[config.mk]
export PLATFORM = sky130hd
export DESIGN_NAME = isingm_ctrl
export DESIGN_NICKNAME = d
export VERILOG_FILES = /design/src/design/isingm_pkg.sv /design/src/design/isingm_ctrl.sv
export SDC_FILE = /design/constraint.sdc
export NUM_CORES = 1
export LEC_CHECK = 0
export BUFFER_PORTS_ARGS = -buffer_cell sky130_fd_sc_hd__clkbuf_2
export CORE_AREA = 2 2 39 41
export DETAILED_ROUTE_END_ITERATION = 8
export DIE_AREA = 0 0 41 43
export PLACE_DENSITY_LB_ADDON = 0.05
export SLEW_MARGIN = 20
export SYNTH_ARGS = -nofsm -noshare
export SYNTH_HDL_FRONTEND = slang
export SYNTH_SLANG_ARGS = --single-unit
export TNS_END_PERCENT = 50
[constraint.sdc]
create_clock -name clk -period 2.8 [get_ports clk]
set_clock_uncertainty 0.05 [all_clocks]
set_input_delay 0.56 -clock clk [delete_from_list [all_inputs] [get_ports clk]]
set_output_delay 0.56 -clock clk [all_outputs]
set_load 0.03 [all_outputs]
[src/design/isingm_pkg.sv]
// Shared constants and types for the Ising Metropolis spin update block.
// Holds field widths, the controller state type and the control/status words.
// No dependencies; imported by every file of the block but isingm_ram.
package isingm_pkg;

	// default lattice side
	localparam int SIDE_DEF = 64;

	// field widths
	localparam int SITE_W = 12;
	localparam int RND_W  = 15;
	localparam int MAG_W  = 14;
	localparam int THR_W  = 16;

	// threshold table: entry 5*spin + up_neighbours
	localparam int TBL_N = 10;
	localparam int IDX_W = 4;

	// configuration bus
	localparam int APB_AW = 5;
	localparam int APB_DW = 64;

	// configuration register indexes; REG_NONE lies past the table
	typedef enum logic [1:0] {
		REG_TBL_LOW  = 2'd0,
		REG_TBL_MID  = 2'd1,
		REG_TBL_HIGH = 2'd2,
		REG_NONE     = 2'd3
	} reg_idx_t;

	typedef logic [TBL_N-1:0][THR_W-1:0] thr_table_t;

	typedef enum logic [2:0] {
		ST_CLEAR,
		ST_IDLE,
		ST_ROW,
		ST_BASE,
		ST_SIDES,
		ST_DECIDE
	} state_t;

	// controller to datapath
	typedef struct packed {
		logic clear;
		logic load;
		logic step_row;
		logic step_base;
		logic step_sides;
		logic decide;
	} cmd_t;

	// datapath to controller
	typedef struct packed {
		logic clear_last;
		logic out_busy;
	} status_t;

endpackage

[src/design/isingm_ctrl.sv]
// Controller: runs the clearing pass and row, base, sides, decide update steps.
// Depends on isingm_pkg.
module isingm_ctrl (
	input  logic                clk,
	input  logic                arst_n,
	input  logic                req_valid,
	output logic                req_ready,
	input  isingm_pkg::status_t sts,
	output isingm_pkg::cmd_t    cmd
);
	import isingm_pkg::*;

	state_t state_q;
	state_t state_d;

	always_ff @(posedge clk or negedge arst_n) begin
		if (!arst_n) begin
			state_q <= ST_CLEAR;
		end else begin
			state_q <= state_d;
		end
	end

	// next state
	always_comb begin
		state_d = state_q;
		case (state_q)
			ST_CLEAR: begin
				if (sts.clear_last) state_d = ST_IDLE;
			end
			ST_IDLE: begin
				if (req_valid) state_d = ST_ROW;
			end
			ST_ROW:   state_d = ST_BASE;
			ST_BASE:  state_d = ST_SIDES;
			ST_SIDES: state_d = ST_DECIDE;
			ST_DECIDE: begin
				if (!sts.out_busy) state_d = req_valid ? ST_ROW : ST_IDLE;
			end
			default:  state_d = ST_CLEAR;
		endcase
	end

	// outputs
	always_comb begin
		cmd = '0;
		req_ready = 1'b0;
		case (state_q)
			ST_CLEAR: cmd.clear = 1'b1;
			ST_IDLE:  req_ready = 1'b1;
			ST_ROW:   cmd.step_row = 1'b1;
			ST_BASE:  cmd.step_base = 1'b1;
			ST_SIDES: cmd.step_sides = 1'b1;
			ST_DECIDE: begin
				cmd.decide = !sts.out_busy;
				req_ready  = !sts.out_busy;
			end
			default: ;
		endcase
		cmd.load = req_valid & req_ready;
	end

endmodule

* Word level (Yosys, flattened, before mapping)
Index checks and enable logic that the tools add are counted.
Word-level totals: input port bits 5, output and inout bits 7, word-level logic and storage cells 24, bits in registers 3
Operators by class: reduce and logical (&&, ||, !) cells 3, bitwise gates (word level) 1, equal/unequal tests 8, muxes and demuxes 11
Operators with widths (number):
- case mux 3 bit (6 select lines) | 1
- two-way mux 3 bit | 3
- == test 3 x 2 -> 1 bit (second input constant) | 2
- == test 3 bit (second input constant) | 2
- inequality test 2 bit (second input constant) | 3
- two-way mux 1 bit | 5
- == test 3 x 1 -> 1 bit (second input constant) | 1
- zero test 3 bit | 1
- AND reduction 3 bit | 1
- two-way mux 2 bit | 1
- case mux 1 bit (2 select lines) | 1
- bitwise AND 1 bit | 1
- zero test 1 bit | 1

* Logic depth before layout (Yosys ltp)
word-level depth 3, gate-level depth with buffers 3, depth with buffers taken out 2

* Worst setup path before layout
No wires, ideal clock.
path kind in2out, from in sts[0] (netlist name), to out cmd[0] (netlist name), data arrival time 1.538 ns, required time 2.190 ns, buffers on the path 0, cell stages on the path 1, slack 0.652 ns, path through nor4bb_1
On the way: cells in the longest elaborated chain, start to end 2
RTL lines:
- start, declared | line isingm_ctrl.sv:8 | input isingm_pkg::status_t sts,
- zero test 1 bit | line isingm_ctrl.sv:55 | cmd.decide = !sts.out_busy;
- two-way mux 1 bit | line isingm_ctrl.sv:48 | case (state_q)
- end, declared | line isingm_ctrl.sv:9 | output isingm_pkg::cmd_t cmd
No other way between the ends.

==> results_dict.tcl <==
set metrics [dict create \
    clk_path_buf_depth 2 \
    vias_per_cell 4.28 \
    synth-seq-cells 3 \
    maxCapViolCount 0 \
    worstPathMaxFanout 11 \
    finalSetupTns_ns 0 \
    worstSetupStartpointType "flop" \
    ys.flop_type "dfrtp_1" \
    gp_congestion 0.604 \
    rows 14 \
    hold_viol 0 \
    ioPinCount 12 \
    min_path_type "input port to async pin" \
    clk_pin_slew_ns 0.04 \
    synth_top_cell_by_area "dfrtp_1" \
    largest_register_ffs 3 \
    ff2ff_setup_slack_ns 1.49 \
    ir_drop_v 0.000393 \
    slew_violations 0 \
    crit_start "state_q[2]" \
    cp-end-kind "output pin" \
    core_mm2 0.00138 \
    grt_pass1_wl_um 890 \
    synth_top_area_share_pct 31.6 \
    worstReg2RegStart "state_q[1]" \
    initial_utilization_pct 17.2 \
    yosysWarnings 0 \
    synth.avg_cell_area_um2 9.51 \
    worstPathRequired_ns 2.19 \
    regMostFlops "state_q" \
    synth_commonest_cells "3 x dfrtp_1, 2 x and3b_1, 2 x nand2_1, 2 x nor4bb_1" \
    htree_levels 1 \
    post_cts_buffers 0 \
    rr_endpoint "state_q[1]" \
    yosysUniqueCellTypes 20 \
    period_minus_slack_ns 1.95 \
    overflow 0 \
    clk_latency_ns 0.24 \
    synthTopCellsByArea "dfrtp_1 32%, nor4bb_1 8.4%, and3b_1 7.4%" \
    cts_made_buffers 3 \
    die_w_um 41 \
    finalSetupViolCount 0 \
    reg2regPathDepth 2 \
    netlist_instances 25 \
    async_flop_share_pct 100 \
    wl_per_cell_um 11.4 \
    netlist_area_um2 238 \
    ctsHoldBuffers 0 \
    grt_max_degree 13 \
    initialDrtViolationCount 2 \
    reg.largest.list "state_q x3" \
    cts.sinks 3 \
    cts_resized 0 \
    p_leak_nw 0.150 \
    outcome "finished clean" \
    fillCellCount 165 \
    cp-endpoint "cmd[0]" \
    finalCritPeriodShare_pct 69.5 \
    slew_headroom_pct 77.2 \
    power_density_mw_per_mm2 1270 \
    critPathArrivalTime_ns 1.34 \
    die_y_um 43 \
    layout-drive-gt1-share_pct 43.2 \
    rsz0062_at_grt "false" \
    num-nets-final 43 \
    yosysMostFrequentCell "dfrtp_1" \
    syn_to_final_growth_pct 32.6 \
    numPortBuffers 11 \
    drc 0 \
    worst_slew_pin_slew_ns 0.343 \
    max_freq_mhz 514 \
    synth_nets 30 \
    critPathKind "flop to output pin" \
    n_antenna_cell 0 \
    placedInstanceArea_um2 289 \
    num_vias 227 \
    grt_pass1_vias 188 \
    cts_tree "done" \
    cts_root_buffer "clkbuf_4" \
    first_pass_iters 2 \
    ant_nets 0 \
    grt_usage_pct 7.92 \
    fp.dieArea_mm2 0.00176 \
    design_area_um2 315 \
    synth-edff-count 0 \
    synth_seq_area_share_pct 31.6 \
    routed_wl_um 602 \
    antenna_found_initial 0 \
]
[cell usage in the layout, fill, tap and decap left out, types with 2 or more instances in the layout]
master,n
nor4bb_1,2
and3b_1,2
dfrtp_1,3
nand2_1,2
clkbuf_4,3
clkbuf_2,11
[how the worst min path moves through the flow]
stage	from	endpoint	depth (start not counted)	slack [ns]
final	arst_n	state_q[0]	1	0.06
after global routing	arst_n	state_q[0]	1	0.05
after CTS	arst_n	state_q[0]	1	0.05
after detailed placement	arst_n	state_q[0]	1	0.31
after global placement	arst_n	state_q[0]	1	0.31
after floorplan	arst_n	state_q[0]	0	0.21
[routing by layer]
metal,global-route usage [%],up-vias,routed length (um)
met5,0,-,0
met4,4.00,0,0
met3,6.28,0,35
met2,7.19,10,257
met1,12.2,102,310
li1,-,115,-
[metrics by stage]
stage	cells	setup WS (ns)	power [mW]	hold WS, ns	utilization [%]
final	53	0.855	0.402	0.0591	22.8
after global routing	53	0.769	0.431	0.0495	22.8
after CTS	53	0.830	0.409	0.0525	22.8
after detailed placement	49	1.02	0.326	0.309	20.9
after global placement	49	1.03	0.328	0.307	20.9
after floorplan	25	0.652	0.291	0.214	-
[cell families after synthesis]
group	synth area share, %
compound gates	8.95
simple gates	49.5
buf+inv	10.0
flops	31.6
[critical path: stages (launching register included)]
cell and delay [ns]:
dfrtp_1 0.53, nor4bb_1 0.32, clkbuf_2 0.25
[cell type report]
cell class	count	area [um^2]	share of cell area, %
sequential	3	75.1	23.8
tap	16	20.0	6.35
clock buffer	4	26.3	8.33
multi-input combinational	19	139	44.0
timing repair buffer	11	55.1	17.5
[power by group]
| group | internal, mW | total, mW | switching [mW] |
|---|---|---|---|
| Combinational | 0.0842 | 0.203 | 0.119 |
| Sequential | 0.0629 | 0.120 | 0.0573 |
| Clock | 0.0536 | 0.0788 | 0.0252 |
| Total | 0.201 | 0.402 | 0.201 |
Note: power is estimated with default switching activity, not from simulation.
