**config.mk**
```make
export PLATFORM = sky130hd
export DESIGN_NAME = isingm_regs
export DESIGN_NICKNAME = d
export VERILOG_FILES = /design/src/design/isingm_pkg.sv /design/src/design/isingm_regs.sv
export SDC_FILE = /design/constraint.sdc
export NUM_CORES = 1
export LEC_CHECK = 0
export BUFFER_PORTS_ARGS = -buffer_cell sky130_fd_sc_hd__buf_2
export CORE_UTILIZATION = 49
export DETAILED_ROUTE_END_ITERATION = 8
export GPL_ROUTABILITY_DRIVEN = 1
export HOLD_SLACK_MARGIN = 0.05
export PLACE_DENSITY_LB_ADDON = 0.3
export SLEW_MARGIN = 20
export SYNTH_ARGS = -nofsm -noshare
export SYNTH_HDL_FRONTEND = slang
export SYNTH_SLANG_ARGS = --single-unit
```
**constraint.sdc**
```tcl
create_clock -name clk -period 2.3 [get_ports clk]
set_clock_uncertainty 0.2 [all_clocks]
set_input_delay 0.46 -clock clk [delete_from_list [all_inputs] [get_ports clk]]
set_output_delay 0.46 -clock clk [all_outputs]
set_load 0.005 [all_outputs]
```
**src/design/isingm_pkg.sv**
```systemverilog
// Shared constants and types for the Ising Metropolis spin update block.
// Holds field widths, the controller state type and the control/status words.
// No dependencies; imported by every file of the block but isingm_ram.
package isingm_pkg;

	// default lattice side
	localparam int SIDE_DEF = 64;

	// field widths
	localparam int SITE_W = 12;
	localparam int RND_W  = 15;
	localparam int MAG_W  = 14;
	localparam int THR_W  = 16;

	// threshold table: entry 5*spin + up_neighbours
	localparam int TBL_N = 10;
	localparam int IDX_W = 4;

	// configuration bus
	localparam int APB_AW = 5;
	localparam int APB_DW = 64;

	// configuration register indexes; REG_NONE lies past the table
	typedef enum logic [1:0] {
		REG_TBL_LOW  = 2'd0,
		REG_TBL_MID  = 2'd1,
		REG_TBL_HIGH = 2'd2,
		REG_NONE     = 2'd3
	} reg_idx_t;

	typedef logic [TBL_N-1:0][THR_W-1:0] thr_table_t;

	typedef enum logic [2:0] {
		ST_CLEAR,
		ST_IDLE,
		ST_ROW,
		ST_BASE,
		ST_SIDES,
		ST_DECIDE
	} state_t;

	// controller to datapath
	typedef struct packed {
		logic clear;
		logic load;
		logic step_row;
		logic step_base;
		logic step_sides;
		logic decide;
	} cmd_t;

	// datapath to controller
	typedef struct packed {
		logic clear_last;
		logic out_busy;
	} status_t;

endpackage

```
**src/design/isingm_regs.sv**
```systemverilog
// Configuration registers: the ten acceptance thresholds behind an APB-style port.
// Depends on isingm_pkg.
module isingm_regs (
	input  logic                           clk,
	input  logic                           arst_n,
	input  logic                           psel,
	input  logic                           penable,
	input  logic                           pwrite,
	input  logic [isingm_pkg::APB_AW-1:0]  paddr,
	input  logic [isingm_pkg::APB_DW-1:0]  pwdata,
	output logic [isingm_pkg::APB_DW-1:0]  prdata,
	output logic                           pready,
	output isingm_pkg::thr_table_t         thr_table
);
	import isingm_pkg::*;

	localparam logic [63:0] RST_WIDE   = 64'h8000_8000_8000_8000;
	localparam logic [31:0] RST_NARROW = 32'h8000_8000;

	logic [63:0] tbl_low_q;
	logic [63:0] tbl_mid_q;
	logic [31:0] tbl_high_q;
	reg_idx_t    reg_idx;
	logic        wr_en;

	assign pready  = 1'b1;
	assign reg_idx = reg_idx_t'(paddr[4:3]);
	assign wr_en   = psel & penable & pwrite;

	// register writes
	always_ff @(posedge clk or negedge arst_n) begin
		if (!arst_n) begin
			tbl_low_q  <= RST_WIDE;
			tbl_mid_q  <= RST_WIDE;
			tbl_high_q <= RST_NARROW;
		end else if (wr_en) begin
			case (reg_idx)
				REG_TBL_LOW:  tbl_low_q  <= pwdata;
				REG_TBL_MID:  tbl_mid_q  <= pwdata;
				REG_TBL_HIGH: tbl_high_q <= pwdata[31:0];
				default: ;
			endcase
		end
	end

	// readback
	always_comb begin
		case (reg_idx)
			REG_TBL_LOW:  prdata = tbl_low_q;
			REG_TBL_MID:  prdata = tbl_mid_q;
			REG_TBL_HIGH: prdata = {32'b0, tbl_high_q};
			default:      prdata = '0;
		endcase
	end

	assign thr_table = {tbl_high_q, tbl_mid_q, tbl_low_q};

endmodule

```
; After elaboration in Yosys (flattened, before gate mapping)
; Cells that the tools add are included.
[classes]
n_eq_ne = 2
mux = 1
bitwise_logic = 2
n_reduce_logical = 4
[op_table]
columns = cell, count
row1 = one-hot mux 64 bit (3 select lines), 1
row2 = AND reduction 2 bit, 3
row3 = AND 1 bit, 2
row4 = "== test 2 x 1 -> 1 bit, second input constant", 1
row5 = "== test 2 bit, second input constant", 1
row6 = zero test 2 bit, 1
[word_totals]
ff_bits = 160
in_bits = 74
out_inout_bits = 225
wordCells = 12

; Longest topological paths before layout
; Gate-level depths: netlist of the first run.
[logic_depth]
word_depth = 3
mapped_depth = 6
ltp_nobuf = 3

; Least setup slack after synthesis of the first run
; No wires, ideal clock.
[synth_path]
path_type = input to output
startpoint = input paddr[3] in the netlist's numbering
endpoint = output prdata[0] in the netlist's numbering
arrival_time_ns = 1.379
t_required_ns = 1.640
setup_slack_ns = 0.261
stages = 5
n_path_buf = 3
cell_sequence = buf_2 -> buf_2 -> buf_2 -> mux2i_1 -> o21ai_0
[synth_between]
elab_chain_len = 2
[synth_lines]
columns = element, line
row1 = "start, declared", isingm_regs.sv:9  ; input logic [isingm_pkg::APB_AW-1:0] paddr,
row2 = == test 2 bit (tied with other cells), isingm_regs.sv:48  ; case (reg_idx)
row3 = one-hot mux 64 bit (3 select lines) (*), isingm_regs.sv:48
row4 = "end, declared", isingm_regs.sv:11  ; output logic [isingm_pkg::APB_DW-1:0] prdata,
; Every way passes the cells marked *; elsewhere a longest branch is shown, timed or not.

; Worst setup path after layout of the first run
[layout_path]
startpoint = input paddr[3] in the netlist's numbering
endpoint = output prdata[24] in the netlist's numbering
; Same word-level chain as after synthesis.

==> impl_metrics.env, run 1 <==
export IMPL_status="complete, no violations"
export IMPL_worstSetupPathType="input pin to output pin"
export IMPL_synth_compound_area_share_pct=2.18
export IMPL_leakagePower_uw=0.00517
export IMPL_multi_input_area_mm2=0.00314
export IMPL_ios=299
export IMPL_crit_start="paddr[3]"
export IMPL_nets=891
export IMPL_synth_largest_area_cell="dfrtp_1"
export IMPL_grt_pass1_vias=5603
export IMPL_grt_pass1_wl_mm=30.2
export IMPL_final_cells=1015
export IMPL_r2r_start="tbl_low_q[2]"
export IMPL_clkPwrFrac_pct=31.4
export IMPL_dp_cells=981
export IMPL_drtIter0Drc=207
export IMPL_grt_antenna_before_repair=1
export IMPL_grt_max_degree=53
export IMPL_cts_root_buf="clkbuf_16"
export IMPL_cts_max_path_buffers=2
export IMPL_core_area_mm2=0.0146
export IMPL_relSlewSlack_pct=65.3
export IMPL_seqPwrFrac_pct=43.4
export IMPL_place_congestion=0.788
export IMPL_drv_cap=0
export IMPL_synth_fa_ha_area_share_pct=0
export IMPL_synth_warning_count=0
export IMPL_first_pass_iters=4
export IMPL_synth_xor_xnor_area_share_pct=0
export IMPL_intPower_uw=6710
export IMPL_nFillCells=1050
export IMPL_setup_slack_ns=0.188
export IMPL_drc=0
export IMPL_hold_path_class="input pin to flop"
export IMPL_rsz0062_at_grt="false"
export IMPL_fin_area_mm2=0.00975
export IMPL_syn_to_final_growth_pct=32.5
export IMPL_yosys_top_cells_area="dfrtp_1, mux2_2, mux2_4"
export IMPL_path_clk_slew_ns=0.06
export IMPL_grt_use_total_pct=24.9
export IMPL_vias=5405
export IMPL_worstHoldStart="pwdata[33]"
export IMPL_htree_levels=4
export IMPL_syn_instance_count=522
export IMPL_viasPerCell=5.33
export IMPL_power_frac_comb_pct=25.2
export IMPL_die_area_mm2=0.0155
export IMPL_post_cts_buffers=0
export IMPL_die_h_um=125
export IMPL_setup_violations=0
export IMPL_die_w_um=125
export IMPL_row_count=44
export IMPL_yosys_mux_area_fraction_pct=36.2
export IMPL_synth_seq_cells=160
export IMPL_postPlaceCellArea_mm2=0.00912
export IMPL_crit_arrival_ns=1.45
export IMPL_final_common_cell="buf_2"
export IMPL_p_sw_share_pct=28.0
export IMPL_cp_max_fo=31
export IMPL_start_util_pct=50.5
export IMPL_r2r_slack_ns=1.29
export IMPL_postSynthAreaPerCell_um2=14.1
export IMPL_slew_violations=0
export IMPL_clock_latency_ns=0.42
export IMPL_wl_per_cell_um=18.9
export IMPL_switchingPower_uw=2610
export IMPL_yosysSeqAreaShare_pct=54.6
export IMPL_tns_ns=0
export IMPL_worstMarginPinSlew_ns=0.520
export IMPL_synth_top_family_by_area="multiplexers"
export IMPL_antenna_left=0
export IMPL_r2r_end="tbl_low_q[2]"
export IMPL_yosys_area_share_simple_pct=3.99
export IMPL_syn_num_nets=596
export IMPL_routed_wl_mm=19.1
export IMPL_ff_latch_area_mm2=0.00402
export IMPL_synth_top_area_share_pct=51.0
export IMPL_p_per_area_mw_per_mm2=955
export IMPL_endpoint="prdata[24]"
export IMPL_drive_gt1_share_pct=61.8
export IMPL_dp_slack_ns=0.199
export IMPL_syn_cell_area_mm2=0.00736
export IMPL_cts_tree="built"
export IMPL_r2r_cells=1
export IMPL_min_period_over_period_pct=91.8
export IMPL_cp_data_required_time_ns=1.64
export IMPL_clock_sinks=160
export IMPL_port_buffers=294
export IMPL_vdd_ir_drop_worst_v=0.000485
export IMPL_start_kind="input pin"
export IMPL_yosysUniqueCellTypes=19
export IMPL_endpoint_kind="output pin"
export IMPL_overflow=0
export IMPL_numCtsBuffers=17
export IMPL_min_period_ns=2.11
export IMPL_dp_hpwl_mm=13.1
export IMPL_fmax_mhz=473
export IMPL_final_cell_mix="buf_2, dfrtp_1, mux2_2, mux2i_1, mux2_4"
export IMPL_finalHoldViolations=0
## worst min path at each step
stage,endpoint,slack [ns],cells past startpoint
3_3_place_gp,tbl_mid_q[40],0.25,1
2_1_floorplan,tbl_high_q[0],-0.04,0
4_1_cts,tbl_low_q[33],0.06,2
5_1_grt,tbl_low_q[33],0.07,2
6_report,tbl_low_q[33],0.07,2
3_5_place_dp,tbl_mid_q[40],0.26,1
## metal layers
metal  part of all wire, %  GRT usage, %
met1                    42          30.9
met2                    50          41.7
met3                   6.5          6.23
met4                   1.7          9.28
met5                     0             0
## registers in the layout (all words and copies together) (netlist names)
| signal | cells |
|---|---|
| tbl_low_q | 64 |
| tbl_mid_q | 64 |
| tbl_high_q | 32 |
## cells in the mapped netlist
cell type  count
clkbuf_1       8
nor2_1        32
dfrtp_1      150
nand2_1       32
buf_6          6
conb_1         1
or3b_1         1
mux2_4        60
nor3_4         1
mux2_2        95
buf_2         17
nor2b_1        1
nand3_2        1
dfstp_2       10
mux2_1         5
nor3b_2        1
buf_4          5
mux2i_1       64
o21ai_0       32
## cell type report
type                       count  area share, %
multi-input combinational    326           32.2
sequential                   160           41.2
clock buffer                  20           4.79
clock inverter                12           1.62
tap                          184           2.36
antenna                        1         0.0257
timing repair buffer         312           17.9
## worst max-delay path: stages
cell	delay [ns]
buf_4	0.19
buf_12	0.28
mux2i_1	0.24
o21ai_0	0.11
buf_2	0.15
## stage by stage
stage	utilization (%)	hold WS (ns)	power, µW
6_report	66.9	0.0750	9320
5_1_grt	66.8	0.0684	9780
4_1_cts	66.8	0.0563	9400
3_5_place_dp	62.5	0.256	6440
3_3_place_gp	62.5	0.252	6330
2_1_floorplan	-	-0.0356	5140
## power groups by stage
stage	Sequential (µW)	Combinational [µW]	Clock [µW]
floorplan	4050	1090	0
global placement	4020	2310	0
detailed placement	4070	2360	0
CTS	4040	2380	2980
global route	4140	2540	3100
finish	4050	2350	2920
## cell families (layout without fill, tap and decap cells)
| kind of cell | count (synthesis) | in the layout |
|---|---|---|
| buffers and inverters | 36 | 344 |
| AND/OR/NAND/NOR | 69 | 69 |
| multiplexers | 224 | 224 |
| AO/OA/AOI/OAI | 32 | 32 |
| other | 1 | 2 |
| flip-flops | 160 | 160 |
## what timing repair did
action,CTS,global route
hold buffers,1,0
gates resized for setup,0,0
hold endpoints to repair,45,0
(Power assumes the default switching activity.)
==> run 2: changes to the inputs <==
- CELL_PAD_IN_SITES_DETAIL_PLACEMENT: default -> 2
- CELL_PAD_IN_SITES_GLOBAL_PLACEMENT: default -> 2
- CORE_UTILIZATION: 49 -> 31
==> run 2 against run 1 <==
Clock-buffer cell count did not move. Hold slack improved by 0.0068 ns. Cell count grew 13%. Worst setup slack lost 0.033 ns. Fmax is 1.5% lower. Critical path depth is the same. Cell area grew 2.2%. Routed wire length rose by 26%. Critical endpoint is now prdata[6].
==> impl_metrics.env, run 2 (same netlist as run 1, synthesis figures left out) <==
export IMPL_cts_tree="built"
export IMPL_tns_ns=0
export IMPL_routed_wl_mm=24.1
export IMPL_die_w_um=156
export IMPL_hold_path_class="input pin to flop"
export IMPL_grt_antenna_before_repair=1
export IMPL_path_clk_slew_ns=0.07
export IMPL_endpoint_kind="output pin"
export IMPL_setup_violations=0
export IMPL_final_common_cell="buf_2"
export IMPL_r2r_end="tbl_low_q[16]"
export IMPL_postPlaceCellArea_mm2=0.00934
export IMPL_viasPerCell=4.79
export IMPL_hold_path_end="tbl_low_q[33]"
export IMPL_grt_use_total_pct=20.1
export IMPL_cts_max_path_buffers=2
export IMPL_antenna_left=0
export IMPL_crit_arrival_ns=1.49
export IMPL_vias=5515
export IMPL_worstMarginPinSlew_ns=0.603
export IMPL_dp_cells=1119
export IMPL_status="complete, no violations"
export IMPL_worstHoldStart="pwdata[33]"
export IMPL_setup_slack_ns=0.155
export IMPL_drtIter0Drc=134
export IMPL_vdd_ir_drop_worst_v=0.000406
export IMPL_fmax_mhz=466
export IMPL_grt_pass1_vias=6210
export IMPL_final_cells=1152
export IMPL_port_buffers=294
export IMPL_final_cell_mix="buf_2, dfrtp_1, mux2_2, mux2i_1, mux2_4"
export IMPL_largestRegisters="tbl_low_q x64, tbl_mid_q x64, tbl_high_q x32"
export IMPL_cp_data_required_time_ns=1.64
export IMPL_slew_violations=0
export IMPL_die_area_mm2=0.0244
export IMPL_syn_to_final_growth_pct=35.4
export IMPL_r2r_slack_ns=1.29
export IMPL_start_util_pct=31.5
export IMPL_drv_cap=0
export IMPL_final_util_pct=42.6
export IMPL_die_h_um=156
export IMPL_clock_latency_ns=0.42
export IMPL_dp_slack_ns=0.0652
export IMPL_cp_max_fo=16
export IMPL_relSlewSlack_pct=59.8
export IMPL_first_pass_iters=3
export IMPL_start_kind="input pin"
export IMPL_cts_root_buf="clkbuf_16"
export IMPL_drc=0
export IMPL_htree_levels=4
export IMPL_r2r_cells=1
export IMPL_row_count=56
export IMPL_place_congestion=0.748
export IMPL_numCtsBuffers=17
export IMPL_nFillCells=2446
export IMPL_min_period_over_period_pct=93.3
export IMPL_antenna_cells=0
export IMPL_worstSetupPathType="input pin to output pin"
export IMPL_dp_hpwl_mm=17.1
export IMPL_leakagePower_uw=0.00519
export IMPL_post_cts_buffers=0
export IMPL_grt_max_degree=60
export IMPL_rsz0062_at_grt="false"
export IMPL_min_period_ns=2.15
export IMPL_grt_pass1_wl_mm=36.9
export IMPL_ios=299
export IMPL_min_delay_path_depth=2
export IMPL_wl_per_cell_um=20.9
export IMPL_finalHoldViolations=0
export IMPL_p_per_area_mw_per_mm2=960
export IMPL_clock_sinks=160
export IMPL_fin_area_mm2=0.00997
export IMPL_nets=894
export IMPL_overflow=0
export IMPL_r2r_start="tbl_low_q[16]"
export IMPL_core_area_mm2=0.0234
export IMPL_drive_gt1_share_pct=61.6
[run 2: changes by cell type in the layout (fill, tap and decap cells not counted)]
cell,delta
clkbuf_1,+3
clkbuf_8,-3
buf_12,+2
clkinv_4,-2
inv_6,+2
buf_6,+1
bufinv_16,+1
clkinv_2,-1
diode_2,-1
nor2b_2,-1
nor2b_4,+1
[run 2: critical path, cell delays in order]
cell and delay, ns:
buf_4 0.19, buf_6 0.27, mux2i_1 0.11, o21ai_0 0.26, buf_2 0.18
[run 2: power breakdown]
part / switching, µW / internal, µW / total (µW)
sequential: 560 / 3510 / 4070
combinational: 1040 / 1410 / 2460
clock: 1220 / 1830 / 3050
total: 2820 / 6750 / 9570
[run 2: layout make-up]
cell class	instances	area (µm²)	area share (%)
clock buffer	20	437	4.38
clock inverter	12	183	1.83
multi-input combinational	326	3140	31.5
sequential	160	4020	40.3
tap	319	399	4.00
timing repair buffer	315	1790	18.0
[run 2: through the flow]
| step | hold WS (ns) | power [µW] |
|---|---|---|
| after global placement | 0.278 | 6400 |
| after global routing | 0.0676 | 10100 |
| final | 0.0817 | 9570 |
| after floorplan | -0.0356 | 5140 |
| after detailed placement | 0.291 | 6600 |
| after CTS | 0.0571 | 9710 |
[run 2: how the worst max path moves through the flow]
stage | startpoint | to | cells after the start
after floorplan | paddr[3] | prdata[0] | 5
after global placement | paddr[3] | prdata[6] | 5
after detailed placement | paddr[3] | prdata[6] | 5
after CTS | paddr[3] | prdata[6] | 5
after global routing | paddr[3] | prdata[6] | 5
final | paddr[3] | prdata[6] | 5
[run 2: per-layer routing]
layer  track usage [%]  wire [µm]
met1              23.3       9830
met2              35.7      12300
met3              5.61       1580
met4              5.93        348
met5                 0         13
[run 2: repair_timing]
action / in CTS / in global routing
resized for setup: 0 / 1
endpoints found under the setup margin: 0 / 1
hold buffers: 1 / 0
endpoints found under the hold margin: 47 / 0
